File: src/sv/spr_pkg.sv
// Shared types, constants and arctangent table function of the spherical point rotation.
`default_nettype none
package spr_pkg;

	localparam int VEC_FRAC = 30;
	localparam int VW = 34;
	localparam int PW = 2 * VW;
	localparam logic signed [VW-1:0] CORDIC_K = 34'sd652032874;
	localparam logic [63:0] INV_PI_Q64 = 64'h517CC1B727220A95;

	typedef enum logic {
		CM_ROTATE,
		CM_VECTOR
	} spr_mode_t;

	typedef struct packed {
		logic signed [31:0] point_lat;
		logic signed [31:0] point_lon;
		logic signed [31:0] turn_lat;
		logic signed [31:0] turn_lon;
	} spr_in_t;

	typedef struct packed {
		logic signed [31:0] new_lat;
		logic signed [31:0] new_lon;
	} spr_out_t;

	// Restoring division, used only to build constants at elaboration.
	function automatic logic [63:0] spr_udiv(input logic [63:0] n, input logic [63:0] d);
		logic [64:0] r;
		logic [63:0] q;
		r = '0;
		q = '0;
		for (int b = 63; b >= 0; b--) begin
			r = {r[63:0], n[b]};
			if (r >= {1'b0, d}) begin
				r = r - {1'b0, d};
				q[b] = 1'b1;
			end
		end
		return q;
	endfunction

	// Arctangent of 2^-idx as a binary angle of abits bits.
	function automatic logic [63:0] spr_atan(input int abits, input int idx);
		logic [63:0] sum;
		logic [63:0] term;
		logic [63:0] hi;
		logic [127:0] prod;
		int e;
		sum = '0;
		if (idx == 0) begin
			return 64'd1 << (abits - 3);
		end
		for (int k = 0; k < 32; k++) begin
			e = idx * (2 * k + 1);
			if (e <= 62) begin
				term = spr_udiv(64'd1 << (62 - e), 64'(2 * k + 1));
				if ((k & 1) != 0) begin
					sum = sum - term;
				end else begin
					sum = sum + term;
				end
			end
		end
		prod = {64'd0, sum} * {64'd0, INV_PI_Q64};
		hi = prod[127:64];
		return (hi + (64'd1 << (62 - abits))) >> (63 - abits);
	endfunction

endpackage
`default_nettype wire

File: src/sv/spr_cordic_cell.sv
// One CORDIC micro-rotation cell: a fixed shift and arctangent constant, registered outputs.
`default_nettype none
module spr_cordic_cell
	import spr_pkg::*;
#(
	parameter spr_mode_t MODE = CM_ROTATE,
	parameter int SHIFT = 0,
	parameter int ZW = 34,
	parameter int TW = 1,
	parameter logic [ZW-1:0] ATAN = '0
) (
	input  wire logic                 clk,
	input  wire logic signed [VW-1:0] x,
	input  wire logic signed [VW-1:0] y,
	input  wire logic signed [ZW-1:0] z,
	input  wire logic [TW-1:0]        tag,
	output logic signed [VW-1:0]      x_q,
	output logic signed [VW-1:0]      y_q,
	output logic signed [ZW-1:0]      z_q,
	output logic [TW-1:0]             tag_q
);

	logic signed [VW-1:0] xs;
	logic signed [VW-1:0] ys;
	logic sigma;

	assign xs = x >>> SHIFT;
	assign ys = y >>> SHIFT;
	// Rotation steers by the residual angle, vectoring by the sign of y.
	assign sigma = (MODE == CM_ROTATE) ? !z[ZW-1] : y[VW-1];

	always_ff @(posedge clk) begin
		if (sigma) begin
			x_q <= x - ys;
			y_q <= y + xs;
			z_q <= z - $signed(ATAN);
		end else begin
			x_q <= x + ys;
			y_q <= y - xs;
			z_q <= z + $signed(ATAN);
		end
		tag_q <= tag;
	end

endmodule
`default_nettype wire

File: config.mk
export PLATFORM = sky130hd
export DESIGN_NAME = spr_cordic_cell
export DESIGN_NICKNAME = d
export VERILOG_FILES = /design/src/sv/spr_pkg.sv /design/src/sv/spr_cordic_cell.sv
export SDC_FILE = /design/constraint.sdc
export NUM_CORES = 1
export LEC_CHECK = 0
export BUFFER_PORTS_ARGS = -buffer_cell sky130_fd_sc_hd__buf_2
export CAP_MARGIN = 10
export CORE_MARGIN = 4
export CORE_UTILIZATION = 50
export CTS_CLUSTER_DIAMETER = 150
export DETAILED_ROUTE_END_ITERATION = 7
export PLACE_DENSITY = 0.87
export SLEW_MARGIN = 0
export SYNTH_ARGS = -nofsm -noshare
export SYNTH_HDL_FRONTEND = slang
export SYNTH_SLANG_ARGS = --single-unit
export TNS_END_PERCENT = 10
File: constraint.sdc
create_clock -name clk -period 2 [get_ports clk]
set_input_delay 0.1 -clock clk [delete_from_list [all_inputs] [get_ports clk]]
set_output_delay 0.1 -clock clk [all_outputs]
set_load 0.005 [all_outputs]
==> results_dict.tcl <==
set metrics [dict create \
    gr-max-usage-layer "met2" \
    met2_usage 0.644 \
    cts_max_path_buffers 2 \
    synth_flop_cell "dfxtp_1" \
    leakage_nw 6.47 \
    end_kind "register" \
    synth.distinct_cells 72 \
    hold_viol 0 \
    ys_async_sr_fraction 0 \
    detail-route-antenna-nets 0 \
    crit_required_ns 2.26 \
    drive_gt1_frac 0.443 \
    place_congestion 1.00 \
    min_path_type "input pin to register" \
    peakVddDrop_mv 0.468 \
    antenna_found_initial 0 \
    fin_crit_ns 2.25 \
    critical_path_class "input pin to register" \
    grt_util_met3 0.0533 \
    power_switching_mw 3.16 \
    grt_max_degree 74 \
    drt-wirelength-per-cell_um 20.6 \
    grt_overflow 0 \
    worstMarginPinSlew_ns 0.604 \
    die_x_um 136 \
    synth_warnings 0 \
    ioPinCount 207 \
    cts_tree "yes" \
    slew_viol_final 0 \
    powerDensity_nw_per_um2 622 \
    cap_viol_max_count 0 \
    min_period_over_period 1.12 \
    timing.setup.tns_ns -4.73 \
    cp_max_fo 4 \
    ys_ff_latch 102 \
    p_int_mw 5.20 \
    switching_share 0.378 \
    comb_power_share 0.476 \
    relSlewSlack 0.595 \
    rsz0062_at_grt "yes" \
    drc 2 \
    synthCells 1039 \
    port_buffers 206 \
    cts-root-buf "clkbuf_16" \
    seq_power_share 0.299 \
    routed_wl_mm 36.9 \
    layout.nets 1774 \
    vias 10644 \
    yosysSeqAreaShare 0.249 \
    dpl.hpwl_mm 25.4 \
    n_antenna_cell 0 \
    setup_viol 40 \
    core_area_um2 15900 \
    gr-usage-met1 0.453 \
    clkSlewWorstSetupHoldPaths_ns 0.09 \
    worst_setup_path_start_kind "input pin" \
    violations "design-rule violations, negative setup slack" \
    synth.avg_cell_area_um2 7.88 \
    clkPwrFrac 0.225 \
    dieArea_um2 18500 \
    syn_to_final_growth_pct 64.0 \
    core.rowCount 46 \
    initial_utilization 0.514 \
    synth_edf_count 0 \
    cts_sinks 102 \
    layout_common_cells "317 x buf_4, 191 x buf_2, 102 x dfxtp_1, 94 x a21oi_1, 80 x inv_1" \
    drt_iter0_markers 1375 \
    final_util 0.843 \
    gr-usage-all-layers 0.369 \
    synth_area_um2 8190 \
    cts_max_level 3 \
    status "finished with violations" \
    dr.pass1.iters 8 \
    synth_nets 1246 \
    via_per_inst 5.95 \
    grt_pass1_wl_mm 53.9 \
    cts_buffers 9 \
    setup_slack_ns -0.247 \
    worstPathArrival_ns 2.51 \
    final_common_cell "buf_4" \
    die_h_um 136 \
    grt_pass1_vias 10174 \
    max_freq_mhz 445 \
]
==> layer usage <==
layer  wire, µm  up-vias  part of all wire
met4       2080        0             0.056
met3       3110      197             0.084
met5          0        -                 0
met1      14000     4957              0.38
li1           -     4732                 -
met2      17700      758              0.48
==> worst max-delay path: stages <==
cell	delay, ns
buf_2	0.12
buf_4	0.14
buf_4	0.12
ha_1	0.23
nor2b_1	0.19
nand2_1	0.14
nand4_1	0.22
or2_1	0.29
a311o_1	0.36
buf_4	0.16
mux2i_1	0.18
xor2_1	0.26
==> power by group through the flow <==
stage          sequential (mW)  clock, mW  combinational, mW
2_1_floorplan             2.59          0               1.57
3_3_place_gp              2.53          0               3.27
3_5_place_dp              2.54          0               3.32
4_1_cts                   2.49       1.87               3.61
5_1_grt                   2.53       1.95               4.20
6_report                  2.50       1.88               3.98
==> area by class of cell <==
type / count / area, µm²
Sequential cell: 102 / 2040
Clock buffer: 9 / 225
Clock inverter: 7 / 90.1
Multi-Input combinational cell: 788 / 6430
Timing Repair Buffer: 566 / 3990
Fill cell: 905 / 2500
Tap cell: 216 / 270
Inverter: 100 / 393
==> synth_stat cells (19+ instances only) <==
library cell	n	area share
o21bai_1	26	0.024
clkbuf_1	27	0.012
nor3_1	22	0.013
ha_1	100	0.15
nor2_1	79	0.036
inv_1	93	0.043
a21oi_1	114	0.070
nand2_1	42	0.019
xnor2_1	57	0.061
nand3_1	19	0.012
o21ai_0	60	0.037
dfxtp_1	102	0.25
a21o_1	20	0.018
==> metrics by stage <==
step                area (µm²)  total power [mW]  setup slack (ns)  hold slack, ns  cells
finish                   13400              8.36            -0.247          0.0180   1788
global route             13400              8.68            -0.311          0.0282   1788
CTS                      13000              7.97            -0.168          0.0140   1776
detailed placement       11700              5.86            -0.777           0.204   1718
global placement         11700              5.79            -0.734           0.202   1718
floorplan                 8340              4.16            -0.128           0.128   1039
==> worst paths after layout <==
kind	startpoint	to	slack, ns	cells past startpoint
min	x[0]	x_q[0]	0.02	3
max	y[4]	y_q[13]	-0.25	12
==> timing repair <==
item | CTS | global route
cloned | 0 | 1
hold endpoints to repair | 34 | 0
setup buffers | 9 | 12
pin swaps | 47 | 57
gates resized for setup | 115 | 80
endpoints found under the setup margin | 43 | 48
hold buffers | 34 | 0
==> flip-flops by register name (all words and copies together) (netlist names) <==
signal	cells
z_q	34
x_q	34
y_q	33
tag_q	1
==> cells by family (layout without fill, tap and decap cells) <==
family                   count (synthesis)  after routing  synth area share
XOR/XNOR                                63             63            0.0674
buffers and inverters                  149            682            0.0721
multiplexers                            17             17            0.0209
AO/OA/AOI/OAI                          349            349             0.275
flip-flops                             102            102             0.249
AND/OR/NAND/NOR                        256            256             0.155
adder cells (fa/ha/maj)                103            103             0.160
No activity file was read; power rests on OpenSTA's default activity.
